File: config.mk
export PLATFORM = sky130hd
export DESIGN_NAME = png_stored_deflate_encoder_top
export DESIGN_NICKNAME = d
export VERILOG_FILES = /design/src/design/pngsde_pkg.sv /design/src/design/pngsde_front.sv /design/src/design/pngsde_queue.sv /design/src/design/pngsde_back.sv /design/src/design/png_stored_deflate_encoder_top.sv
export SDC_FILE = /design/constraint.sdc
export NUM_CORES = 1
export LEC_CHECK = 0
export BUFFER_PORTS_ARGS = -buffer_cell sky130_fd_sc_hd__buf_2
export CAP_MARGIN = 20
export CORE_UTILIZATION = 39
export CTS_BUF_LIST = sky130_fd_sc_hd__clkbuf_8 sky130_fd_sc_hd__clkbuf_16
export DETAILED_ROUTE_END_ITERATION = 12
export PLACE_DENSITY = 0.59
export SYNTH_ARGS = -nofsm -noshare
export SYNTH_HDL_FRONTEND = slang
export SYNTH_SLANG_ARGS = --single-unit
File: constraint.sdc
create_clock -name clock -period 9.8 [get_ports clock]
set_input_delay 0.49 -clock clock [delete_from_list [all_inputs] [get_ports clock]]
set_output_delay 0.49 -clock clock [all_outputs]
set_load 0.005 [all_outputs]
File: src/design/pngsde_pkg.sv
// ----------------------------------------------------------------------------
// pngsde_pkg
// Shared types, constants and byte helpers of the PNG stored-deflate encoder.
// ----------------------------------------------------------------------------
package pngsde_pkg;

   localparam int          MAX_SIDE_DEF = 4096;
   localparam int          CSR_W        = 13;
   localparam int          QDEPTH       = 4;
   localparam logic [12:0] SIDE_RESET   = 13'd64;

   localparam logic [15:0] BLOCK_MAX   = 16'hFFFF;
   localparam logic [16:0] ADLER_MOD   = 17'd65521;
   localparam logic [31:0] CRC_POLY    = 32'hEDB88320;
   localparam logic [31:0] CRC_INIT    = 32'hFFFFFFFF;
   localparam logic [7:0]  ZLIB_CMF    = 8'h78;
   localparam logic [7:0]  ZLIB_FLG    = 8'h01;
   localparam logic [7:0]  IHDR_DEPTH  = 8'd8;
   localparam logic [7:0]  IHDR_COLOR  = 8'd6;
   localparam logic [31:0] IHDR_LEN    = 32'd13;
   localparam logic [31:0] TYPE_IHDR   = 32'h49484452;
   localparam logic [31:0] TYPE_IDAT   = 32'h49444154;
   localparam logic [31:0] TYPE_IEND   = 32'h49454E44;

   typedef struct packed {
      logic first;
      logic row_start;
      logic last;
   } pngsde_flags_type;

   typedef enum logic [2:0] {
      S_IDLE,
      S_HEAD,
      S_IDAT,
      S_RAW,
      S_BLK,
      S_TAIL
   } pngsde_state_type;

   typedef enum logic [1:0] {
      CRC_HOLD,
      CRC_START,
      CRC_UPD
   } pngsde_crc_op_type;

   function automatic logic [31:0] crc_byte(input logic [31:0] crc, input logic [7:0] b);
      logic [31:0] c;
      c = crc ^ {24'd0, b};
      for (int k = 0; k < 8; k++) begin
         c = c[0] ? (CRC_POLY ^ (c >> 1)) : (c >> 1);
      end
      return c;
   endfunction

   // Byte i (0 = most significant) of a 32-bit word.
   function automatic logic [7:0] be_byte(input logic [31:0] v, input logic [1:0] i);
      logic [7:0] b;
      case (i)
         2'd0:    b = v[31:24];
         2'd1:    b = v[23:16];
         2'd2:    b = v[15:8];
         default: b = v[7:0];
      endcase
      return b;
   endfunction

   function automatic logic [7:0] sig_byte(input logic [2:0] i);
      logic [7:0] b;
      case (i)
         3'd0:    b = 8'h89;
         3'd1:    b = 8'h50;
         3'd2:    b = 8'h4E;
         3'd3:    b = 8'h47;
         3'd4:    b = 8'h0D;
         3'd5:    b = 8'h0A;
         3'd6:    b = 8'h1A;
         default: b = 8'h0A;
      endcase
      return b;
   endfunction

endpackage

File: src/design/pngsde_front.sv
// ----------------------------------------------------------------------------
// pngsde_front
// Pixel intake: holds the side register, tracks row and column, and tags
// each pixel as first of image, start of row or last of image.
// ----------------------------------------------------------------------------
module pngsde_front import pngsde_pkg::*; #(
   parameter int MAX_SIDE = MAX_SIDE_DEF
) (
   input  logic                         clock,
   input  logic                         reset,
   input  logic                         csr_wr_en,
   input  logic [CSR_W-1:0]             csr_wr_data,
   input  logic                         req_valid,
   output logic                         req_ready,
   input  logic [7:0]                   req_red,
   input  logic [7:0]                   req_green,
   input  logic [7:0]                   req_blue,
   input  logic [7:0]                   req_alpha,
   input  logic                         q_full,
   output logic                         q_push,
   output logic [31:0]                  q_pix,
   output pngsde_flags_type             q_flags,
   output logic [$clog2(MAX_SIDE+1)-1:0] q_side
);

   localparam int SW = $clog2(MAX_SIDE+1);

   logic [CSR_W-1:0] side_cfg_ff, side_cfg_in;
   logic             in_img_ff, in_img_in;
   logic [SW-1:0]    act_side_ff, act_side_in;
   logic [SW-1:0]    col_ff, col_in;
   logic [SW-1:0]    row_ff, row_in;
   logic [SW-1:0]    cfg_side;
   logic [SW-1:0]    eff_side;
   logic             col_end;

   // Clamp the programmed side into 2..MAX_SIDE.
   always_comb begin
      if (32'(side_cfg_ff) > 32'(MAX_SIDE)) begin
         cfg_side = SW'(MAX_SIDE);
      end else if (side_cfg_ff < CSR_W'(2)) begin
         cfg_side = SW'(2);
      end else begin
         cfg_side = SW'(side_cfg_ff);
      end
   end

   assign eff_side  = in_img_ff ? act_side_ff : cfg_side;
   assign col_end   = (col_ff == eff_side - SW'(1));
   assign req_ready = !q_full;
   assign q_push    = req_valid && req_ready;
   assign q_pix     = {req_red, req_green, req_blue, req_alpha};
   assign q_side    = eff_side;

   always_comb begin
      q_flags.first     = !in_img_ff;
      q_flags.row_start = (col_ff == '0);
      q_flags.last      = col_end && (row_ff == eff_side - SW'(1));
   end

   always_comb begin
      side_cfg_in = csr_wr_en ? csr_wr_data : side_cfg_ff;
      in_img_in   = in_img_ff;
      act_side_in = act_side_ff;
      col_in      = col_ff;
      row_in      = row_ff;
      if (q_push) begin
         act_side_in = eff_side;
         in_img_in   = !q_flags.last;
         if (q_flags.last) begin
            col_in = '0;
            row_in = '0;
         end else if (col_end) begin
            col_in = '0;
            row_in = row_ff + SW'(1);
         end else begin
            col_in = col_ff + SW'(1);
         end
      end
   end

   always_ff @(posedge clock) begin
      if (reset) begin
         side_cfg_ff <= SIDE_RESET;
         in_img_ff   <= 1'b0;
         col_ff      <= '0;
         row_ff      <= '0;
      end else begin
         side_cfg_ff <= side_cfg_in;
         in_img_ff   <= in_img_in;
         col_ff      <= col_in;
         row_ff      <= row_in;
      end
      act_side_ff <= act_side_in;
   end

endmodule

File: src/design/pngsde_queue.sv
// ----------------------------------------------------------------------------
// pngsde_queue
// Short first-in first-out queue between intake and byte sequencer.
// ----------------------------------------------------------------------------
module pngsde_queue import pngsde_pkg::*; #(
   parameter int DATA_W = 8,
   parameter int DEPTH  = QDEPTH
) (
   input  logic              clock,
   input  logic              reset,
   input  logic              push,
   input  logic [DATA_W-1:0] push_data,
   input  logic              pop,
   output logic [DATA_W-1:0] pop_data,
   output logic              full,
   output logic              empty
);

   localparam int PW = $clog2(DEPTH);
   localparam int CW = $clog2(DEPTH+1);

   logic [DATA_W-1:0] mem_ff [DEPTH];
   logic [PW-1:0]     wr_ptr_ff, rd_ptr_ff;
   logic [CW-1:0]     count_ff;

   assign full     = (count_ff == CW'(DEPTH));
   assign empty    = (count_ff == '0);
   assign pop_data = mem_ff[rd_ptr_ff];

   always_ff @(posedge clock) begin
      if (reset) begin
         wr_ptr_ff <= '0;
         rd_ptr_ff <= '0;
         count_ff  <= '0;
      end else begin
         if (push) begin
            wr_ptr_ff <= (wr_ptr_ff == PW'(DEPTH-1)) ? '0 : wr_ptr_ff + PW'(1);
         end
         if (pop) begin
            rd_ptr_ff <= (rd_ptr_ff == PW'(DEPTH-1)) ? '0 : rd_ptr_ff + PW'(1);
         end
         if (push && !pop) begin
            count_ff <= count_ff + CW'(1);
         end else if (pop && !push) begin
            count_ff <= count_ff - CW'(1);
         end
      end
   end

   always_ff @(posedge clock) begin
      if (push) begin
         mem_ff[wr_ptr_ff] <= push_data;
      end
   end

endmodule

File: src/design/pngsde_back.sv
// ----------------------------------------------------------------------------
// pngsde_back
// Byte sequencer: emits headers, block headers, pixel bytes and trailers one
// byte per cycle unless stalled, with chunk CRC, Adler-32 and block counters.
// ----------------------------------------------------------------------------
module pngsde_back import pngsde_pkg::*; #(
   parameter int MAX_SIDE = MAX_SIDE_DEF
) (
   input  logic                          clock,
   input  logic                          reset,
   input  logic                          q_empty,
   input  logic [31:0]                   q_pix,
   input  pngsde_flags_type              q_flags,
   input  logic [$clog2(MAX_SIDE+1)-1:0] q_side,
   output logic                          q_pop,
   input  logic                          rsp_ready,
   output logic                          rsp_valid,
   output logic [7:0]                    rsp_out_byte,
   output logic                          rsp_last_of_run,
   output logic                          rsp_end_of_file
);

   localparam int SW = $clog2(MAX_SIDE+1);
   localparam int RW = $clog2((4*MAX_SIDE+1)*MAX_SIDE+1);

   localparam logic [5:0] HEAD_LAST = 6'd32;
   localparam logic [5:0] IDAT_LAST = 6'd9;
   localparam logic [5:0] RAW_LAST  = 6'd4;
   localparam logic [5:0] TAIL_LAST = 6'd19;
   localparam logic [2:0] BLK_LAST  = 3'd4;

   pngsde_state_type  state_ff, state_in;
   logic [5:0]        idx_ff, idx_in;
   logic [2:0]        bidx_ff, bidx_in;
   logic [31:0]       pix_ff, pix_in;
   pngsde_flags_type  flags_ff, flags_in;
   logic [SW-1:0]     side_ff, side_in;
   logic [RW-1:0]     raw_total_ff;
   logic [RW-1:0]     blocks_ff;
   logic [RW:0]       idat_len_ff;
   logic [RW-1:0]     raw_left_ff, raw_left_in;
   logic [15:0]       blk_left_ff, blk_left_in;
   logic [15:0]       adl_lo_ff, adl_lo_in;
   logic [15:0]       adl_hi_ff, adl_hi_in;
   logic [31:0]       crc_ff, crc_in;
   logic              rsp_valid_ff;
   logic [7:0]        out_byte_ff;
   logic              lor_ff, eof_ff;

   logic              adv, emit, raw_en, done, lor_c, eof_c;
   logic [7:0]        byte_c;
   pngsde_crc_op_type crc_op;
   logic [RW-1:0]     s_w, raw_calc;
   logic [RW+1:0]     div_x, div_q;
   logic [15:0]       blk_count;
   logic              blk_final;
   logic [16:0]       lo_sum, lo_new, hi_sum, hi_new;
   logic [31:0]       crc_out;

   // Totals of the image, settled long before the IDAT length is sent.
   assign s_w      = RW'(side_ff);
   assign raw_calc = ((s_w << 2) + RW'(1)) * s_w;
   // Ceiling divide by 65535 through the add-and-shift reciprocal.
   assign div_x    = (RW+2)'(raw_total_ff) + (RW+2)'(BLOCK_MAX - 16'd1);
   assign div_q    = (div_x + (div_x >> 16) + (RW+2)'(1)) >> 16;

   always_ff @(posedge clock) begin
      raw_total_ff <= raw_calc;
      blocks_ff    <= RW'(div_q);
      idat_len_ff  <= (RW+1)'(6) + ((RW+1)'(blocks_ff) << 2) + (RW+1)'(blocks_ff)
                      + (RW+1)'(raw_total_ff);
   end

   assign adv       = !rsp_valid_ff || rsp_ready;
   assign blk_final = (raw_left_ff <= RW'(BLOCK_MAX));
   assign blk_count = blk_final ? 16'(raw_left_ff) : BLOCK_MAX;
   assign crc_out   = crc_ff ^ CRC_INIT;

   always_comb begin
      lo_sum = {1'b0, adl_lo_ff} + {9'd0, byte_c};
      lo_new = (lo_sum >= ADLER_MOD) ? lo_sum - ADLER_MOD : lo_sum;
      hi_sum = {1'b0, adl_hi_ff} + lo_new;
      hi_new = (hi_sum >= ADLER_MOD) ? hi_sum - ADLER_MOD : hi_sum;
   end

   always_comb begin
      state_in    = state_ff;
      idx_in      = idx_ff;
      bidx_in     = bidx_ff;
      pix_in      = pix_ff;
      flags_in    = flags_ff;
      side_in     = side_ff;
      raw_left_in = raw_left_ff;
      blk_left_in = blk_left_ff;
      adl_lo_in   = adl_lo_ff;
      adl_hi_in   = adl_hi_ff;
      crc_in      = crc_ff;
      q_pop       = 1'b0;
      emit        = 1'b0;
      raw_en      = 1'b0;
      done        = 1'b0;
      lor_c       = 1'b0;
      eof_c       = 1'b0;
      byte_c      = 8'd0;
      crc_op      = CRC_HOLD;

      unique case (state_ff)
         S_IDLE: begin
            done = 1'b1;
         end
         S_HEAD: begin
            emit = 1'b1;
            case (idx_ff) inside
               [6'd0:6'd7]:   byte_c = sig_byte(idx_ff[2:0]);
               [6'd8:6'd11]: begin
                  byte_c = be_byte(IHDR_LEN, idx_ff[1:0]);
                  crc_op = CRC_START;
               end
               [6'd12:6'd15]: begin
                  byte_c = be_byte(TYPE_IHDR, idx_ff[1:0]);
                  crc_op = CRC_UPD;
               end
               [6'd16:6'd23]: begin
                  byte_c = be_byte(32'(side_ff), idx_ff[1:0]);
                  crc_op = CRC_UPD;
               end
               6'd24: begin
                  byte_c = IHDR_DEPTH;
                  crc_op = CRC_UPD;
               end
               6'd25: begin
                  byte_c = IHDR_COLOR;
                  crc_op = CRC_UPD;
               end
               [6'd26:6'd28]: crc_op = CRC_UPD;
               default:       byte_c = be_byte(crc_out, idx_ff[1:0] + 2'd3);
            endcase
            if (adv) begin
               idx_in = idx_ff + 6'd1;
               if (idx_ff == HEAD_LAST) begin
                  state_in = S_IDAT;
                  idx_in   = '0;
               end
            end
         end
         S_IDAT: begin
            emit = 1'b1;
            case (idx_ff) inside
               [6'd0:6'd3]: begin
                  byte_c = be_byte(32'(idat_len_ff), idx_ff[1:0]);
                  crc_op = CRC_START;
               end
               [6'd4:6'd7]: begin
                  byte_c = be_byte(TYPE_IDAT, idx_ff[1:0]);
                  crc_op = CRC_UPD;
               end
               6'd8: begin
                  byte_c = ZLIB_CMF;
                  crc_op = CRC_UPD;
               end
               default: begin
                  byte_c = ZLIB_FLG;
                  crc_op = CRC_UPD;
               end
            endcase
            if (adv) begin
               idx_in = idx_ff + 6'd1;
               if (idx_ff == IDAT_LAST) begin
                  state_in    = S_RAW;
                  idx_in      = flags_ff.row_start ? 6'd0 : 6'd1;
                  raw_left_in = raw_total_ff;
                  blk_left_in = '0;
                  adl_lo_in   = 16'd1;
                  adl_hi_in   = 16'd0;
               end
            end
         end
         S_RAW: begin
            if (blk_left_ff == '0) begin
               // Open a new stored block before the next raw byte.
               state_in = S_BLK;
               bidx_in  = '0;
            end else begin
               emit   = 1'b1;
               raw_en = 1'b1;
               crc_op = CRC_UPD;
               case (idx_ff)
                  6'd1:    byte_c = pix_ff[31:24];
                  6'd2:    byte_c = pix_ff[23:16];
                  6'd3:    byte_c = pix_ff[15:8];
                  6'd4:    byte_c = pix_ff[7:0];
                  default: byte_c = 8'd0;
               endcase
               if (idx_ff == RAW_LAST && !flags_ff.last) begin
                  lor_c = 1'b1;
                  done  = 1'b1;
               end
               if (adv) begin
                  idx_in = idx_ff + 6'd1;
                  if (idx_ff == RAW_LAST && flags_ff.last) begin
                     state_in = S_TAIL;
                     idx_in   = '0;
                  end
               end
            end
         end
         S_BLK: begin
            emit   = 1'b1;
            crc_op = CRC_UPD;
            case (bidx_ff)
               3'd0:    byte_c = {7'd0, blk_final};
               3'd1:    byte_c = blk_count[7:0];
               3'd2:    byte_c = blk_count[15:8];
               3'd3:    byte_c = ~blk_count[7:0];
               default: byte_c = ~blk_count[15:8];
            endcase
            if (adv) begin
               bidx_in = bidx_ff + 3'd1;
               if (bidx_ff == BLK_LAST) begin
                  blk_left_in = blk_count;
                  state_in    = S_RAW;
               end
            end
         end
         S_TAIL: begin
            emit = 1'b1;
            case (idx_ff) inside
               [6'd0:6'd3]: begin
                  byte_c = be_byte({adl_hi_ff, adl_lo_ff}, idx_ff[1:0]);
                  crc_op = CRC_UPD;
               end
               [6'd8:6'd11]:  crc_op = CRC_START;
               [6'd12:6'd15]: begin
                  byte_c = be_byte(TYPE_IEND, idx_ff[1:0]);
                  crc_op = CRC_UPD;
               end
               default:       byte_c = be_byte(crc_out, idx_ff[1:0]);
            endcase
            if (idx_ff == TAIL_LAST) begin
               lor_c = 1'b1;
               eof_c = 1'b1;
               done  = 1'b1;
            end
            if (adv) begin
               idx_in = idx_ff + 6'd1;
               if (idx_ff == TAIL_LAST) begin
                  raw_left_in = '0;
                  blk_left_in = '0;
               end
            end
         end
         default: begin
            state_in = S_IDLE;
         end
      endcase

      if (adv && emit) begin
         case (crc_op)
            CRC_START: crc_in = CRC_INIT;
            CRC_UPD:   crc_in = crc_byte(crc_ff, byte_c);
            default:   crc_in = crc_ff;
         endcase
      end

      if (adv && raw_en) begin
         adl_lo_in   = lo_new[15:0];
         adl_hi_in   = hi_new[15:0];
         raw_left_in = raw_left_ff - RW'(1);
         blk_left_in = blk_left_ff - 16'd1;
      end

      // Load the next queued pixel as this one finishes, or drop to idle.
      if (done && (adv || state_ff == S_IDLE)) begin
         if (!q_empty) begin
            q_pop    = 1'b1;
            pix_in   = q_pix;
            flags_in = q_flags;
            if (q_flags.first) begin
               side_in  = q_side;
               state_in = S_HEAD;
               idx_in   = '0;
            end else begin
               state_in = S_RAW;
               idx_in   = q_flags.row_start ? 6'd0 : 6'd1;
            end
         end else begin
            state_in = S_IDLE;
         end
      end
   end

   always_ff @(posedge clock) begin
      if (reset) begin
         state_ff     <= S_IDLE;
         idx_ff       <= '0;
         bidx_ff      <= '0;
         rsp_valid_ff <= 1'b0;
         raw_left_ff  <= '0;
         blk_left_ff  <= '0;
         adl_lo_ff    <= 16'd1;
         adl_hi_ff    <= 16'd0;
         crc_ff       <= CRC_INIT;
      end else begin
         state_ff    <= state_in;
         idx_ff      <= idx_in;
         bidx_ff     <= bidx_in;
         raw_left_ff <= raw_left_in;
         blk_left_ff <= blk_left_in;
         adl_lo_ff   <= adl_lo_in;
         adl_hi_ff   <= adl_hi_in;
         crc_ff      <= crc_in;
         if (adv) begin
            rsp_valid_ff <= emit;
         end
      end
      pix_ff   <= pix_in;
      flags_ff <= flags_in;
      side_ff  <= side_in;
      if (adv) begin
         out_byte_ff <= byte_c;
         lor_ff      <= lor_c;
         eof_ff      <= eof_c;
      end
   end

   assign rsp_valid       = rsp_valid_ff;
   assign rsp_out_byte    = out_byte_ff;
   assign rsp_last_of_run = lor_ff;
   assign rsp_end_of_file = eof_ff;

endmodule

File: src/design/png_stored_deflate_encoder_top.sv
// ----------------------------------------------------------------------------
// png_stored_deflate_encoder_top
// Streams a complete PNG file (IHDR, one IDAT of stored deflate blocks, IEND)
// for a square RGBA image delivered one pixel per transaction.
// ----------------------------------------------------------------------------
//
//   channel   ports        direction   moves
//   -------   ----------   ---------   -------------------------------------
//   req_      valid/ready  in          one RGBA pixel in raster order
//   rsp_      valid/ready  out         one file byte plus run and file flags
//   csr_      wr_en/data   in          image side, sampled at image start
//
// One byte leaves per cycle unless the output stalls or a block opens;
// a plain pixel yields 4 bytes (5 at a row start). The first pixel of an
// image adds 43 header bytes, the last adds 20 trailer bytes, and each stored
// block adds 5 header bytes. The pixel queue keeps intake running while the
// output stalls. Reset is synchronous; no clearing pass.
//
module png_stored_deflate_encoder_top import pngsde_pkg::*; #(
   parameter int MAX_SIDE = MAX_SIDE_DEF
) (
   input  logic             clock,
   input  logic             reset,
   input  logic             csr_wr_en,
   input  logic [CSR_W-1:0] csr_wr_data,
   input  logic             req_valid,
   output logic             req_ready,
   input  logic [7:0]       req_red,
   input  logic [7:0]       req_green,
   input  logic [7:0]       req_blue,
   input  logic [7:0]       req_alpha,
   output logic             rsp_valid,
   input  logic             rsp_ready,
   output logic [7:0]       rsp_out_byte,
   output logic             rsp_last_of_run,
   output logic             rsp_end_of_file
);

   localparam int SW = $clog2(MAX_SIDE+1);
   localparam int QW = 32 + $bits(pngsde_flags_type) + SW;

   logic             q_push, q_pop, q_full, q_empty;
   logic [31:0]      f_pix, b_pix;
   pngsde_flags_type f_flags, b_flags;
   logic [SW-1:0]    f_side, b_side;
   logic [QW-1:0]    q_wdata, q_rdata;

   // Tag incoming pixels with their place in the image.
   pngsde_front #(.MAX_SIDE(MAX_SIDE)) u_front (
      .clock       (clock),
      .reset       (reset),
      .csr_wr_en   (csr_wr_en),
      .csr_wr_data (csr_wr_data),
      .req_valid   (req_valid),
      .req_ready   (req_ready),
      .req_red     (req_red),
      .req_green   (req_green),
      .req_blue    (req_blue),
      .req_alpha   (req_alpha),
      .q_full      (q_full),
      .q_push      (q_push),
      .q_pix       (f_pix),
      .q_flags     (f_flags),
      .q_side      (f_side)
   );

   assign q_wdata = {f_side, f_flags, f_pix};

   // Hold tagged pixels until the sequencer is ready for them.
   pngsde_queue #(.DATA_W(QW), .DEPTH(QDEPTH)) u_queue (
      .clock     (clock),
      .reset     (reset),
      .push      (q_push),
      .push_data (q_wdata),
      .pop       (q_pop),
      .pop_data  (q_rdata),
      .full      (q_full),
      .empty     (q_empty)
   );

   assign {b_side, b_flags, b_pix} = q_rdata;

   // Turn each pixel into its run of file bytes.
   pngsde_back #(.MAX_SIDE(MAX_SIDE)) u_back (
      .clock           (clock),
      .reset           (reset),
      .q_empty         (q_empty),
      .q_pix           (b_pix),
      .q_flags         (b_flags),
      .q_side          (b_side),
      .q_pop           (q_pop),
      .rsp_ready       (rsp_ready),
      .rsp_valid       (rsp_valid),
      .rsp_out_byte    (rsp_out_byte),
      .rsp_last_of_run (rsp_last_of_run),
      .rsp_end_of_file (rsp_end_of_file)
   );

endmodule

==> impl_metrics.env <==
export IMPL_status="complete, no violations"
export IMPL_drc_errors=0
export IMPL_routed_via_density=5.57
export IMPL_placed_area_um2=33300
export IMPL_worstSetupStartpointType="flop"
export IMPL_firstDrtPassIters=6
export IMPL_fillCellCount=7716
export IMPL_fin_crit_sh_pct=94.4
export IMPL_cts_hold_buffers=0
export IMPL_synth_top_family_by_area="simple AND/OR/NAND/NOR gates"
export IMPL_grt_pass1_wl_mm=134
export IMPL_dp_hpwl_mm=61.0
export IMPL_slowest_stage="or4b_2"
export IMPL_synth_xor_area_share_pct=7.44
export IMPL_drt_iter0_markers=1958
export IMPL_num_rows=104
export IMPL_finalSetupTns_ns=0
export IMPL_hold_violations=0
export IMPL_yosysSeqAreaShare_pct=39.8
export IMPL_startpoint="u_back.idx_ff[1]$_SDFF_PP0_"
export IMPL_vias=23900
export IMPL_crit_fanout=45
export IMPL_cpMostUsedCell="buf_4"
export IMPL_setup_viol=0
export IMPL_required_ns=10.38
export IMPL_postSynthCellCount=3167
export IMPL_antenna_found_initial=1
export IMPL_synth_seq_cells=499
export IMPL_clock_sinks=499
export IMPL_muxShareOfSynthArea_pct=4.37
export IMPL_yosysWarnings=0
export IMPL_busiest_layer="met2"
export IMPL_htree_num_levels=2
export IMPL_synthSimpleGateAreaFrac_pct=15.2
export IMPL_fin_skew_ns=0.0805
export IMPL_met1_usage_pct=27.9
export IMPL_num_io_pins=62
export IMPL_pre_cts_ws_ns=0.594
export IMPL_die_w_um=287
export IMPL_clock_latency_ns=0.66
export IMPL_layout_min_cycle_time_ns=9.25
export IMPL_hold_path_startpoint="csr_wr_data[6]"
export IMPL_synth_avg_cell_area_um2=10.0
export IMPL_syn_nets=3499
export IMPL_num_nets_final=3524
export IMPL_numCtsBuffers=54
export IMPL_relSlewSlack_pct=27.8
export IMPL_worst_slack_ns=0.552
export IMPL_rsz0062_at_grt="no"
export IMPL_root_buffer="clkbuf_16"
export IMPL_cpPeakStageDelay_ns=0.70
export IMPL_maxCapViolCount=0
export IMPL_synth_compound_area_share_pct=14.2
export IMPL_worstSetupEndpointType="flop"
export IMPL_cts_tree="done"
export IMPL_start_util_pct=39.4
export IMPL_syn_area_um2=31700
export IMPL_slew_viol_final=0
export IMPL_grt_usage_pct=20.5
export IMPL_fmax_mhz=108
export IMPL_async_flop_share_pct=0
export IMPL_met2_usage_pct=33.6
export IMPL_area_growth_pct=10.8
export IMPL_port_buffer_count=61
export IMPL_synthAdderAreaFrac_pct=14.0
export IMPL_hp_class="in2reg"
export IMPL_drive_gt1_share_pct=9.83
export IMPL_clk_transition_reported_paths_ns=0.07
export IMPL_grt_max_degree=62
export IMPL_die_area_um2=82500
export IMPL_crit_buf_inv=7
export IMPL_worst_slew_pin_slew_ns=1.08
export IMPL_overflow=0
export IMPL_synthFlopType="edfxtp_1"
export IMPL_wl_per_cell_um=19.5
export IMPL_crit_type="reg2reg"
export IMPL_drtAntennaViolNets=0
export IMPL_place_gp_congestion=0.976
export IMPL_die_height_um=287
export IMPL_clockBufferDepth=3
export IMPL_final_cell_area_um2=35200
export IMPL_core_area_um2=80500
export IMPL_path_delay_family="compound AO/OA/AOI/OAI gates"
export IMPL_postRouteWirelength_mm=83.6
export IMPL_synth_cell_types=96
export IMPL_met3_usage_pct=2.74
export IMPL_critPathArrivalTime_ns=9.82
export IMPL_grt_pass1_vias=23900
export IMPL_synth_edf_count=262
export IMPL_rr_startpoint="u_back.idx_ff[1]$_SDFF_PP0_"
-- stage by stage --
stage / hold WS, ns / utilization (%) / cells
after floorplan: 0.423 / - / 3167
after global placement: 0.471 / 41.3 / 4194
after detailed placement: 0.472 / 41.3 / 4195
after CTS: 0.0387 / 43.6 / 4293
after global routing: 0.0524 / 43.6 / 4295
final: 0.0724 / 43.6 / 4295
-- Yosys cell counts (all sizes together) (20+ instances only) --
library cell | instances | area share [%]
a211oi | 21 | 0.53
a21o | 33 | 0.78
a21oi | 150 | 2.4
a222oi | 20 | 0.63
a22oi | 34 | 0.80
a31oi | 24 | 0.47
and2 | 71 | 1.4
and3 | 25 | 0.49
buf | 26 | 0.39
clkbuf | 138 | 1.6
dfxtp | 237 | 15
edfxtp | 262 | 25
fa | 121 | 7.6
ha | 161 | 6.3
inv | 247 | 2.9
mux2i | 26 | 0.82
mux4 | 48 | 3.4
nand2 | 210 | 2.5
nand2b | 49 | 0.97
nand3 | 69 | 1.1
nand4 | 31 | 0.63
nor2 | 255 | 3.0
nor2b | 41 | 0.81
nor3 | 67 | 1.1
nor4 | 29 | 0.57
o211ai | 21 | 0.50
o21ai | 160 | 2.5
o22ai | 33 | 0.65
or3 | 31 | 0.61
xnor2 | 157 | 4.4
xor2 | 96 | 2.7
-- state kept, by name (all words and copies together), names as in the netlist, 6 cells and up, named ones only --
register             count
u_back.adl_hi_ff        16
u_back.adl_lo_ff        16
u_back.blk_left_ff      16
u_back.blocks_ff        13
u_back.crc_ff           32
u_back.idat_len_ff      28
u_back.idx_ff            6
u_back.pix_ff           32
u_back.raw_left_ff      27
u_back.raw_total_ff     27
u_back.rsp_out_byte      8
u_back.side_ff          13
u_front.act_side_ff     13
u_front.col_ff          13
u_front.row_ff          13
u_front.side_cfg_ff     13
u_queue.mem_ff         192
-- what timing repair did --
action	4_1_cts	5_1_grt
endpoints found under the hold margin	0	0
setup endpoints to repair	0	15
setup buffers	0	0
gates resized for setup	0	5
-- cells in the final DEF, fill, tap and decap left out, drive strengths merged, types with 11 or more instances in the layout --
| cell | count |
|---|---|
| o22ai | 33 |
| a21oi | 150 |
| a211oi | 21 |
| xor2 | 96 |
| nor4 | 29 |
| o21ai | 160 |
| a31oi | 24 |
| xnor2 | 157 |
| nor2b | 41 |
| nor2 | 255 |
| fa | 121 |
| nand3 | 69 |
| a21boi | 11 |
| or2 | 18 |
| and3 | 25 |
| nor3 | 67 |
| buf | 132 |
| a222oi | 20 |
| edfxtp | 262 |
| inv | 261 |
| nand4 | 31 |
| dfxtp | 237 |
| or3 | 31 |
| o31ai | 13 |
| mux4 | 48 |
| ha | 161 |
| or4 | 16 |
| nor3b | 18 |
| a22o | 11 |
| o21a | 11 |
| a311oi | 13 |
| nand2 | 210 |
| a21o | 33 |
| and2 | 71 |
| clkbuf | 61 |
| o211ai | 21 |
| nand2b | 49 |
| mux2i | 26 |
| clkinv | 16 |
| a22oi | 34 |
-- path summary, 6_finish.rpt --
path	to	depth (start not counted)	slack (ns)
max	u_back.adl_hi_ff[12]$_SDFFE_PP0P_	35	0.55
min	u_front.side_cfg_ff[6]$_SDFFE_PP1P_	2	0.07
max reg2reg	u_back.adl_hi_ff[12]$_SDFFE_PP0P_	35	0.55
min reg2reg	u_back.raw_left_ff[26]$_SDFFE_PP0P_	2	0.49
-- metal layers --
metal	up-vias	wire length, µm	share of wire, %
li1	11400	-	-
met1	11700	37700	45
met2	675	39200	47
met3	156	4570	5.5
met4	0	2220	2.7
met5	-	0	0
-- layout make-up --
class / instances / area [µm²] / area share [%]
Antenna cell: 1 / 2.50 / 0.00712
Clock buffer: 60 / 1430 / 4.08
Clock inverter: 38 / 393 / 1.12
Inverter: 248 / 931 / 2.65
Multi-Input combinational cell: 2256 / 17600 / 50.0
Sequential cell: 499 / 12600 / 35.9
Tap cell: 1060 / 1330 / 3.77
Timing Repair Buffer: 133 / 865 / 2.46
-- cells by family after synthesis --
family | after synthesis
and+or+nand+nor | 962
AOI/OAI and AO/OA | 674
DFF | 499
buffers and inverters | 412
adders and majority gates | 282
xor gates and xnor gates | 259
muxes | 78
other | 1
Power is left out: the tool's default activity adds up to more than one toggle a clock period on the data nets, which glitch-free logic cannot reach.
